File: config.mk
export PLATFORM = sky130hd
export DESIGN_NAME = selective_repeat_window_tracker_core
export DESIGN_NICKNAME = d
export VERILOG_FILES = /design/src/rtl/core/srwt_pkg.sv /design/src/rtl/core/srwt_ctrl.sv /design/src/rtl/core/srwt_dpath.sv /design/src/rtl/core/selective_repeat_window_tracker_core.sv
export SDC_FILE = /design/constraint.sdc
export NUM_CORES = 1
export LEC_CHECK = 0
export ABC_AREA = 1
export BUFFER_PORTS_ARGS = -buffer_cell sky130_fd_sc_hd__buf_4
export CAP_MARGIN = 20
export CORE_ASPECT_RATIO = 0.8
export CORE_UTILIZATION = 55
export DETAILED_ROUTE_END_ITERATION = 8
export PLACE_DENSITY = 0.7
export SLEW_MARGIN = 20
export SYNTH_ARGS = -nofsm -noshare
export SYNTH_HDL_FRONTEND = slang
export SYNTH_HIERARCHICAL = 1
export SYNTH_SLANG_ARGS = --single-unit
File: constraint.sdc
create_clock -name clk_i -period 11.1 [get_ports clk_i]
set_clock_uncertainty 0.15 [all_clocks]
set_input_delay 1.665 -clock clk_i [delete_from_list [all_inputs] [get_ports clk_i]]
set_output_delay 1.665 -clock clk_i [all_outputs]
set_load 0.02 [all_outputs]
File: src/rtl/core/srwt_pkg.sv
// Shared types and codes for the selective repeat window tracker.
package srwt_pkg;

  typedef enum logic [0:0] {
    CMD_REPORT = 1'b0,
    CMD_ROUND  = 1'b1
  } cmd_e;

  typedef enum logic [1:0] {
    OUTC_SUCCESS  = 2'd0,
    OUTC_LOST     = 2'd1,
    OUTC_ACK_LOST = 2'd2,
    OUTC_SPARE    = 2'd3
  } outcome_e;

  typedef enum logic [0:0] {
    REG_WINDOW_SIZE  = 1'b0,
    REG_TOTAL_FRAMES = 1'b1
  } reg_idx_e;

  localparam logic [7:0] WINDOW_SIZE_RST  = 8'd4;
  localparam logic [7:0] TOTAL_FRAMES_RST = 8'd16;

  // Controller to datapath
  typedef struct packed {
    logic capture;     // latch the input request
    logic exec;        // check configuration, apply a report
    logic step;        // one chunk step of the bitmap walk
    logic step_deliv;  // walk the receive map instead of the ack map
    logic load_out;    // load the result register
  } cmd_t;

  // Datapath to controller
  typedef struct packed {
    logic is_round;
    logic cfg_bad;
    logic walk_last;
    logic out_free;
  } status_t;

  // Result item, first field in the highest bits
  typedef struct packed {
    logic       config_error;
    logic       all_done;
    logic [7:0] newly_delivered;
    logic [7:0] delivered_count;
    logic [7:0] window_end;
    logic [7:0] window_base;
    logic       accepted;
  } result_t;

endpackage

File: src/rtl/core/srwt_ctrl.sv
// Sequencing state machine for the window tracker.
module srwt_ctrl
  import srwt_pkg::*;
(
  input  logic    clk_i,
  input  logic    rst_ni,
  input  logic    in_valid_i,
  output logic    in_ready_o,
  input  status_t status_i,
  output cmd_t    cmd_o
);

  typedef enum logic [4:0] {
    ST_IDLE   = 5'b00001,
    ST_EXEC   = 5'b00010,
    ST_WALK_B = 5'b00100,
    ST_WALK_D = 5'b01000,
    ST_EMIT   = 5'b10000
  } state_e;

  state_e state_q, state_d;

  always_comb begin
    state_d = state_q;
    cmd_o   = '0;
    case (state_q)
      ST_IDLE: begin
        cmd_o.capture = in_valid_i;
        if (in_valid_i) state_d = ST_EXEC;
      end
      ST_EXEC: begin
        cmd_o.exec = 1'b1;
        if (status_i.cfg_bad || !status_i.is_round) state_d = ST_EMIT;
        else state_d = ST_WALK_B;
      end
      ST_WALK_B: begin
        cmd_o.step = 1'b1;
        if (status_i.walk_last) state_d = ST_WALK_D;
      end
      ST_WALK_D: begin
        cmd_o.step       = 1'b1;
        cmd_o.step_deliv = 1'b1;
        if (status_i.walk_last) state_d = ST_EMIT;
      end
      ST_EMIT: begin
        // hold until the result register is free
        cmd_o.load_out = status_i.out_free;
        if (status_i.out_free) state_d = ST_IDLE;
      end
      default: state_d = ST_IDLE;
    endcase
  end

  assign in_ready_o = (state_q == ST_IDLE);

  always_ff @(posedge clk_i or negedge rst_ni) begin
    if (!rst_ni) begin
      state_q <= ST_IDLE;
    end else begin
      state_q <= state_d;
    end
  end

endmodule

File: src/rtl/core/srwt_dpath.sv
// Bitmaps, pointers, chunk walker and result register of the window tracker.
module srwt_dpath
  import srwt_pkg::*;
#(
  parameter int MAX_SEQ = 128
) (
  input  logic       clk_i,
  input  logic       rst_ni,
  input  logic       cfg_we_i,
  input  logic [0:0] cfg_index_i,
  input  logic [7:0] cfg_wdata_i,
  input  logic       in_cmd_i,
  input  logic [6:0] in_frame_i,
  input  logic [1:0] in_outcome_i,
  input  cmd_t       cmd_i,
  output status_t    status_o,
  input  logic       out_ready_i,
  output logic       out_valid_o,
  output result_t    out_data_o
);

  localparam int IDX_W = ($clog2(MAX_SEQ) > 4) ? $clog2(MAX_SEQ) : 4;
  localparam int MAP_W = 2 ** IDX_W;
  localparam int CI_W  = IDX_W - 3;
  localparam int FW    = (IDX_W > 7) ? IDX_W : 7;
  localparam int PW    = (IDX_W > 8) ? IDX_W : 8;

  logic [7:0]       ws_q, tf_q;
  logic [MAP_W-1:0] ack_q, ack_d, recv_q, recv_d;
  logic [7:0]       base_q, base_d, deliv_q, deliv_d;
  logic             cmd_q;
  logic [6:0]       frame_q;
  logic [1:0]       outcome_q;
  logic [7:0]       dstart_q;
  logic             acc_q, acc_d, err_q, err_d;
  logic             out_valid_q;
  result_t          out_q;

  // configuration check and window end
  logic       cfg_bad;
  logic [8:0] wsum;
  logic [7:0] wend;

  assign cfg_bad = (ws_q == 8'd0) || (tf_q == 8'd0) || (ws_q > tf_q) ||
                   (int'(tf_q) > MAX_SEQ);

  always_comb begin
    wsum = {1'b0, base_q} + {1'b0, ws_q};
    wend = (wsum > {1'b0, tf_q}) ? tf_q : wsum[7:0];
    if (wend < base_q) wend = base_q;
  end

  // report check
  logic [FW-1:0]    frame_ext;
  logic [IDX_W-1:0] fidx;
  logic             hit;

  assign frame_ext = FW'(frame_q);
  assign fidx      = frame_ext[IDX_W-1:0];
  assign hit = ({1'b0, frame_q} >= base_q) && ({1'b0, frame_q} < wend) && !ack_q[fidx];

  // chunk walker, shared by the base slide and the delivery walk
  logic [7:0]       wptr;
  logic [MAP_W-1:0] wmap;
  logic [PW-1:0]    pext;
  logic [CI_W-1:0]  ci;
  logic [7:0]       chunk, bits;
  logic [3:0]       first_zero;
  logic [8:0]       cand;
  logic [7:0]       walk_new;
  logic             walk_last;

  assign wptr  = cmd_i.step_deliv ? deliv_q : base_q;
  assign wmap  = cmd_i.step_deliv ? recv_q : ack_q;
  assign pext  = PW'(wptr);
  assign ci    = pext[IDX_W-1:3];
  assign chunk = wmap[{ci, 3'b000} +: 8];

  always_comb begin
    // treat bits below the pointer as set
    for (int k = 0; k < 8; k++) begin
      bits[k] = chunk[k] | (3'(k) < wptr[2:0]);
    end
    first_zero = 4'd8;
    for (int k = 7; k >= 0; k--) begin
      if (!bits[k]) first_zero = 4'(k);
    end
    cand = {1'b0, wptr[7:3], 3'b000} + {5'b0, first_zero};
    if (wptr >= tf_q) begin
      walk_new  = wptr;
      walk_last = 1'b1;
    end else begin
      walk_new  = (cand > {1'b0, tf_q}) ? tf_q : cand[7:0];
      walk_last = (first_zero != 4'd8) || (cand >= {1'b0, tf_q});
    end
  end

  // next state
  always_comb begin
    ack_d   = ack_q;
    recv_d  = recv_q;
    base_d  = base_q;
    deliv_d = deliv_q;
    acc_d   = acc_q;
    err_d   = err_q;
    if (cmd_i.exec) begin
      err_d = cfg_bad;
      acc_d = !cfg_bad && (cmd_q == CMD_REPORT) && hit;
      if (!cfg_bad && (cmd_q == CMD_REPORT) && hit) begin
        case (outcome_q)
          OUTC_SUCCESS: begin
            ack_d[fidx]  = 1'b1;
            recv_d[fidx] = 1'b1;
          end
          OUTC_ACK_LOST: recv_d[fidx] = 1'b1;
          default: ;
        endcase
      end
    end
    if (cmd_i.step) begin
      if (cmd_i.step_deliv) deliv_d = walk_new;
      else base_d = walk_new;
    end
  end

  always_ff @(posedge clk_i or negedge rst_ni) begin
    if (!rst_ni) begin
      ws_q    <= WINDOW_SIZE_RST;
      tf_q    <= TOTAL_FRAMES_RST;
      ack_q   <= '0;
      recv_q  <= '0;
      base_q  <= '0;
      deliv_q <= '0;
      acc_q   <= 1'b0;
      err_q   <= 1'b0;
    end else begin
      if (cfg_we_i) begin
        case (cfg_index_i)
          REG_WINDOW_SIZE:  ws_q <= cfg_wdata_i;
          REG_TOTAL_FRAMES: tf_q <= cfg_wdata_i;
          default: ;
        endcase
      end
      ack_q   <= ack_d;
      recv_q  <= recv_d;
      base_q  <= base_d;
      deliv_q <= deliv_d;
      acc_q   <= acc_d;
      err_q   <= err_d;
    end
  end

  // captured request
  always_ff @(posedge clk_i) begin
    if (cmd_i.capture) begin
      cmd_q     <= in_cmd_i;
      frame_q   <= in_frame_i;
      outcome_q <= in_outcome_i;
      dstart_q  <= deliv_q;
    end
  end

  // result register
  result_t res;

  always_comb begin
    res.accepted        = acc_q;
    res.window_base     = base_q;
    res.window_end      = err_q ? base_q : wend;
    res.delivered_count = deliv_q;
    res.newly_delivered = deliv_q - dstart_q;
    res.all_done        = !err_q && (base_q >= tf_q);
    res.config_error    = err_q;
  end

  always_ff @(posedge clk_i or negedge rst_ni) begin
    if (!rst_ni) begin
      out_valid_q <= 1'b0;
    end else if (cmd_i.load_out) begin
      out_valid_q <= 1'b1;
    end else if (out_ready_i) begin
      out_valid_q <= 1'b0;
    end
  end

  always_ff @(posedge clk_i) begin
    if (cmd_i.load_out) out_q <= res;
  end

  assign status_o.is_round  = (cmd_q == CMD_ROUND);
  assign status_o.cfg_bad   = cfg_bad;
  assign status_o.walk_last = walk_last;
  assign status_o.out_free  = !out_valid_q || out_ready_i;

  assign out_valid_o = out_valid_q;
  assign out_data_o  = out_q;

endmodule

File: src/rtl/core/selective_repeat_window_tracker_core.sv
// Top level of the selective repeat ARQ window tracker.
//
//  channel   direction  payload
//  s_axis    in         tuser: cmd; tdata: frame_index, outcome
//  m_axis    out        tdata: accepted .. config_error (35 bits in 40)
//  cfg       in         cfg_we_i, cfg_index_i, cfg_wdata_i (8 bits)
//
// A report is captured in the idle state and goes through the execute state
// to the emit state; an end of round also steps the base slide and then the
// delivery walk over the 8-frame bitmap chunks (one chunk per cycle on the
// shared walker, at least one each). The emit state waits for the output
// register; a new request is taken once the result is handed to it, and it
// holds the result while m_axis_tready is low.
// Reset clears both bitmaps and pointers at once; no clearing pass.
module selective_repeat_window_tracker_core
  import srwt_pkg::*;
#(
  parameter int MAX_SEQ = 128
) (
  input  logic        clk_i,
  input  logic        rst_ni,
  input  logic        cfg_we_i,
  input  logic [0:0]  cfg_index_i,
  input  logic [7:0]  cfg_wdata_i,
  input  logic        s_axis_tvalid,
  output logic        s_axis_tready,
  input  logic [15:0] s_axis_tdata,   // frame_index[6:0], outcome[8:7], zero pad
  input  logic        s_axis_tuser,   // cmd
  output logic        m_axis_tvalid,
  input  logic        m_axis_tready,
  output logic [39:0] m_axis_tdata    // accepted[0], window_base[8:1],
                                      // window_end[16:9], delivered_count[24:17],
                                      // newly_delivered[32:25], all_done[33],
                                      // config_error[34], zero pad
);

  cmd_t    cmd;
  status_t status;
  result_t res;

  srwt_ctrl u_ctrl (
    .clk_i      (clk_i),
    .rst_ni     (rst_ni),
    .in_valid_i (s_axis_tvalid),
    .in_ready_o (s_axis_tready),
    .status_i   (status),
    .cmd_o      (cmd)
  );

  srwt_dpath #(
    .MAX_SEQ (MAX_SEQ)
  ) u_dpath (
    .clk_i        (clk_i),
    .rst_ni       (rst_ni),
    .cfg_we_i     (cfg_we_i),
    .cfg_index_i  (cfg_index_i),
    .cfg_wdata_i  (cfg_wdata_i),
    .in_cmd_i     (s_axis_tuser),
    .in_frame_i   (s_axis_tdata[6:0]),
    .in_outcome_i (s_axis_tdata[8:7]),
    .cmd_i        (cmd),
    .status_o     (status),
    .out_ready_i  (m_axis_tready),
    .out_valid_o  (m_axis_tvalid),
    .out_data_o   (res)
  );

  assign m_axis_tdata = {5'b0, res};

endmodule

## Word-level counts from Yosys, hierarchy flattened

Cells that the tools add are included.
W data, S select, Z words.

| word-level totals | value |
|---|---|
| register bits after elaboration | 349 |
| input bits | 31 |
| output and inout port bits | 42 |
| logic and storage cells | 132 |

| cells by class | value |
|---|---|
| add/subtract/negate cells | 3 |
| order comparisons | 20 |
| equal/unequal tests | 11 |
| shift operators | 1 |
| muxes and demuxes | 33 |
| bitwise gates (word level) | 13 |
| reductions and logical operators | 30 |

Operator list:

| kind | count |
|---|---|
| $or A128 B128 Y128 | 2 |
| $mux W128 | 1 |
| $shiftx A128 B8 Y8 | 1 |
| $mux W8 | 6 |
| $mux W4 | 8 |
| $mux W5 | 5 |
| $pmux W5 S5 | 1 |
| $gt A9 B8 Y1 | 2 |
| $ge A8 B8 Y1 | 2 |
| $logic_not A8 Y1 | 2 |
| $lt A3 B3 Y1 const A | 4 |
| $mux W1 | 10 |
| $add A8 B4 Y9 | 1 |
| $add A8 B8 Y9 | 1 |
| $ge A9 B8 Y1 | 1 |
| $ge A7 B8 Y1 | 1 |
| $gt A8 B8 Y1 | 1 |
| $gt A8 B8 Y1 const B | 1 |
| $lt A7 B8 Y1 | 1 |
| $lt A7 B8 Y1 const B | 1 |
| $lt A8 B8 Y1 | 1 |
| $or A1 B1 Y1 | 8 |
| $reduce_and A2 Y1 | 4 |
| $sub A8 B8 Y8 | 1 |
| 23 further kinds | 45 |

## Depth between registers and ports, before layout

| depth | value |
|---|---|
| word-level depth | 19 |
| gate-level depth with buffers | 40 |
| gate-level depth less buffers | 37 |

## By module

The synthesis kept the hierarchy.

By module, submodules not included:

| module | times used | cells each | area each (um^2) | seq. area each (um^2) |
|---|---|---|---|---|
| srwt_dpath | 1 | 2,442 | 19,548.7 | 8,876.0 |
| srwt_ctrl | 1 | 51 | 345.3 | 126.4 |
| selective_repeat_window_tracker_core | 1 | 6 | 41.3 | 0.0 |

## Worst setup path after synthesis

Ideal clock, no wire load.

| timing path | value |
|---|---|
| path kind | reg-to-reg |
| from | register u_dpath.ws_q[2] |
| to | register u_dpath.ack_q[10] |
| library setup time | 0.065 ns |
| arrival time | 4.944 ns |
| required time | 10.885 ns |
| path slack | 5.940 ns |
| cell stages (with the launch flop) | 35 |
| buffers on the path | 3 |
| clock period less this slack | 5.160 ns |
| cell sequence | dfstp_2 > ha_1 > a21oi_1 > nand2_1 > a21oi_1 > o21ai_1 > a21oi_1 > nor2_1 > nor2_1 > xnor2_1 > ha_1 > and3_1 > nand3_1 > nand2_1 > nand2_2 > clkinv_1 > o21ai_0 > ha_1 > nand2_1 > nor2_1 > a211oi_1 > nand2_2 > clkbuf_1 > nor2_1 > a21oi_1 > ha_1 > a21oi_1 > nand2_1 > nand2_1 > nand2_1 > nand2_1 > buf_2 > buf_4 > nand4_1 > nand2_1 |

| between the ends | value |
|---|---|
| word-level cells in the longest chain between the ends | 10 |
| elaborated cells on any way between the ends | 17 |
| those cells by class | add/sub (1); order compare (4); mux (2); reduce/logical (10) |

RTL lines:

| what | RTL line | source |
|---|---|---|
| start, declared | srwt_dpath.sv:28 | `logic [7:0] ws_q, tf_q;` |
| start signal, assigned | srwt_dpath.sv:139 | `REG_WINDOW_SIZE: ws_q <= cfg_wdata_i;` |
| $add A8 B8 Y9 | srwt_dpath.sv:48 | `wsum = {1'b0, base_q} + {1'b0, ws_q};` |
| $gt A9 B8 Y1 | srwt_dpath.sv:49 | `wend = (wsum > {1'b0, tf_q}) ? tf_q : wsum[7:0];` |
| $mux W8 | srwt_dpath.sv:49 |  |
| $lt A8 B8 Y1 | srwt_dpath.sv:50 | `if (wend < base_q) wend = base_q;` |
| $mux W8 | srwt_dpath.sv:50 |  |
| $lt A7 B8 Y1 | srwt_dpath.sv:60 | `assign hit = ({1'b0, frame_q} >= base_q) && ({1'b0, frame_q} < wend) && !ack_q[fidx];` |
| $logic_and A1 B1 Y1 (2 in a row) | srwt_dpath.sv:60 |  |
| $logic_and A1 B1 Y1 (*) | srwt_dpath.sv:109 | `if (!cfg_bad && (cmd_q == CMD_REPORT) && hit) begin` |
| $reduce_and A3 Y1 (no source line) (*) | n/a |  |
| end signal, assigned | srwt_dpath.sv:144 | `ack_q <= ack_d;` |
| end, declared | srwt_dpath.sv:29 | `logic [MAP_W-1:0] ack_q, ack_d, recv_q, recv_d;` |

Mark *: on every way between the ends. The rest lies on a longest branch, timed or not.
A chain may end at the register's enable or synchronous reset.

==> impl_metrics.csv <==
group,metric,value,unit
placement,gp_congestion,0.9554,
placement,port_buffers,60,
logic_synthesis,synth_edf_count,53,
logic_synthesis,netlist_area,0.01994,mm^2
clock_network,path_clk_slew,0.06,ns
detailed_routing,vias,18071,
detailed_routing,viasPerCell,6.115,
logic_synthesis,yosysUniqueCellTypes,53,
clock_network,cts_hold_buf,0,
worst_setup_path,cp-start-kind,"flip-flop",
logic_synthesis,syn_avg_cell_area,7.977,um^2
timing,post-route-period-util,70.50,%
clock_network,clock_latency,0.55,ns
timing,fin_crit,7.826,ns
floorplanning,die_area,0.03702,mm^2
timing,rsz0062_at_grt,"false",
logic_synthesis,ys_ff_latch,349,
detailed_routing,firstDrtPassIters,6,
worst_setup_path,critPathKind,"reg -> reg",
placement,place_hpwl,36.68,mm
clock_network,clockBufferDepth,3,
floorplanning,rows,61,
timing,fmax,127.8,MHz
final_layout,fillers,3121,
global_routing,grt_first_pass_wirelength,94.16,mm
outcome,outcome,"completed",
logic_synthesis,ys_seq_area_share,45.16,%
worst_setup_path,end_kind,"flip-flop",
logic_synthesis,synth_cells,2499,
final_layout,syn2layout_area_growth,8.209,%
worst_setup_path,cp.arrival,8.15,ns
clock_network,cts_tree,"yes",
detailed_routing,totalWireLength,59.86,mm
global_routing,grt_max_degree,258,
placement,place_worst_setup_slack,3.531,ns
global_routing,grt_overflow,0,
clock_network,cts_buffers,37,
timing,fin_tns_setup,0,ns
final_layout,nNetsFinal,2568,
final_layout,final_common_cell,"nand2_1",
worst_setup_path,crit_path_max_incr_delay,0.74,ns
timing,final-setup-viol-count,0,
floorplanning,start_util,56.66,%
logic_synthesis,synth_top_flop_cell,"dfrtp_1",
clock_network,htree_levels,2,
detailed_routing,route.detailed.drc,0,
clock_network,cts_setup_buffers,0,
power,ir_worst_vdd,0.9227,mV
floorplanning,io_pins,73,
timing,worst_slack,3.274,ns
timing,hold_viol,0,
detailed_routing,routedWlPerCell,20.26,um
worst_setup_path,cp_max_fo,55,
final_layout,fin_cells,2955,
global_routing,grt_pass1_vias,17092,
global_routing,grt.total_usage,32.43,%
final_layout,diodes,0,
detailed_routing,ant_nets,0,
power,p_per_area,246.2,mW/mm^2
logic_synthesis,async_flop_share,84.81,%
final_layout,layout-drive-gt1-share,7.128,%
clock_network,cts_root_buf,"clkbuf_16",
worst_setup_path,cp.required,11.42,ns
power,p_leak,10.54,nW
clock_network,clock-sinks,349,
logic_synthesis,ys.warnings.count,6,
final_layout,final_core_util,61.31,%
floorplanning,core_area,0.03519,mm^2
timing,drv_slew,0,
floorplanning,die_w,214.9,um
worst_setup_path,cpMaxStageDelayCell,"clkinv_1",
clock_network,cts_resized,0,
placement,placedCellCount,2891,
detailed_routing,drt_iter0_markers,2410,
timing,relSlewSlack,21.57,%
timing,worst_pin_slew,1.176,ns
worst_hold_path,min_path_type,"reg -> reg",
floorplanning,die_h,172.3,um
final_layout,final_cell_mix,"444 x nand2_1, 367 x inv_1, 293 x dfrtp_1",
flow_run,maxCapViolations,0,
global_routing,antenna_found_initial,1,
## kinds of logic (layout without fill, tap and decap cells)
logic type                 Yosys count  count (layout)  share of synthesized area [%]
and+or+nand+nor                    988             988                          22.80
buffers and inverters              553             533                          11.80
AOI/OAI and AO/OA                  513             513                          14.49
DFF                                349             349                          45.16
adders and majority gates           79              79                          5.034
xor gates and xnor gates            16              16                         0.7030
other                                1               5                        0.01881
## routing by layer
| layer | global-route usage, % | part of all wire, % | vias up |
|---|---|---|---|
| met1 | 47.39 | 44 | 8584 |
| met4 | 10.62 | 2.8 | 0 |
| met2 | 47.90 | 42 | 945 |
| li1 | - | - | 8420 |
| met3 | 6.772 | 11 | 122 |
| met5 | 0 | 0 | - |
## worst max-delay path: cells and delay by family (launching register included)
kind	cells	cell delay, ns
fa+ha+maj	3	0.75
simple gates	9	1.81
compound gates	8	1.70
xor+xnor	1	0.16
buf+inv	7	2.71
flops	1	0.42
## area by class of cell
cell class / count / area (um^2) / area share, %
clock buffers: 50 / 1046 / 4.849
multi-input cells: 1601 / 8638 / 40.04
flip-flops and latches: 349 / 9002 / 41.73
clock inverters: 14 / 142.6 / 0.6612
inverters: 379 / 1431 / 6.635
repair buffers: 90 / 720.7 / 3.341
well taps: 472 / 590.6 / 2.738
## where the power goes
group          leakage (nW)  total, mW  internal [mW]  switching [mW]
logic                  5.37       2.61          0.620            1.99
registers              4.59       1.47           1.39          0.0808
clock network         0.587       1.23          0.709           0.519
total                  10.5       5.31           2.72            2.59
## flip-flops by register name, indices dropped and copies added (netlist names), 5 cells and up
register,count
u_dpath/ack_q,128
u_dpath/recv_q,128
u_dpath/out_data_o,35
u_dpath/base_q,8
u_dpath/deliv_q,8
u_dpath/dstart_q,8
u_dpath/tf_q,8
u_dpath/ws_q,8
u_dpath/fidx,7
u_ctrl/state_q,5
## cells in the mapped netlist, types with 4 or more instances
master	instances	area, um^2
nand2_1	445	1670
inv_1	367	1378
dfrtp_1	293	7332
nand4_1	269	1683
o21ai_0	236	1181
nor2_1	185	694.4
a21oi_1	134	670.6
ha_1	77	963.4
o22ai_1	61	381.6
buf_4	58	435.4
clkbuf_1	54	202.7
edfxtp_1	53	1592
nand3_1	51	255.2
buf_2	35	175.2
buf_1	25	93.84
o2111ai_1	20	175.2
nor3_1	16	80.08
o41ai_1	15	131.4
xor2_1	14	122.6
o211ai_1	10	75.07
inv_2	9	33.78
o21ai_1	8	40.04
nor4_1	7	43.79
o21a_1	5	37.54
o21bai_1	4	30.03
## stage by stage
stage / hold WS [ns] / power (mW) / area [um^2]
6_report: 0.2949 / 5.312 / 21570
5_1_grt: 0.3195 / 5.588 / 21570
4_1_cts: 0.3013 / 5.249 / 21570
3_5_place_dp: 0.2867 / 4.015 / 20380
3_3_place_gp: 0.2818 / 3.950 / 20380
2_1_floorplan: 0.2692 / 3.479 / 19950
## worst paths after layout
path                                    start                  to  slack (ns)  cells after the start
setup / recovery            u_ctrl/state_q[1]  u_dpath/deliv_q[5]        3.27                     28
hold / removal             u_dpath/recv_q[23]  u_dpath/recv_q[23]        0.29                      2
setup reg to reg            u_ctrl/state_q[1]  u_dpath/deliv_q[5]        3.27                     28
hold reg to reg            u_dpath/recv_q[23]  u_dpath/recv_q[23]        0.29                      2
max in group asynchronous              rst_ni     u_dpath/ws_q[3]        8.10                      2
min in group asynchronous              rst_ni   u_ctrl/state_q[4]        1.05                      1
No activity file was read; power rests on OpenSTA's default activity.
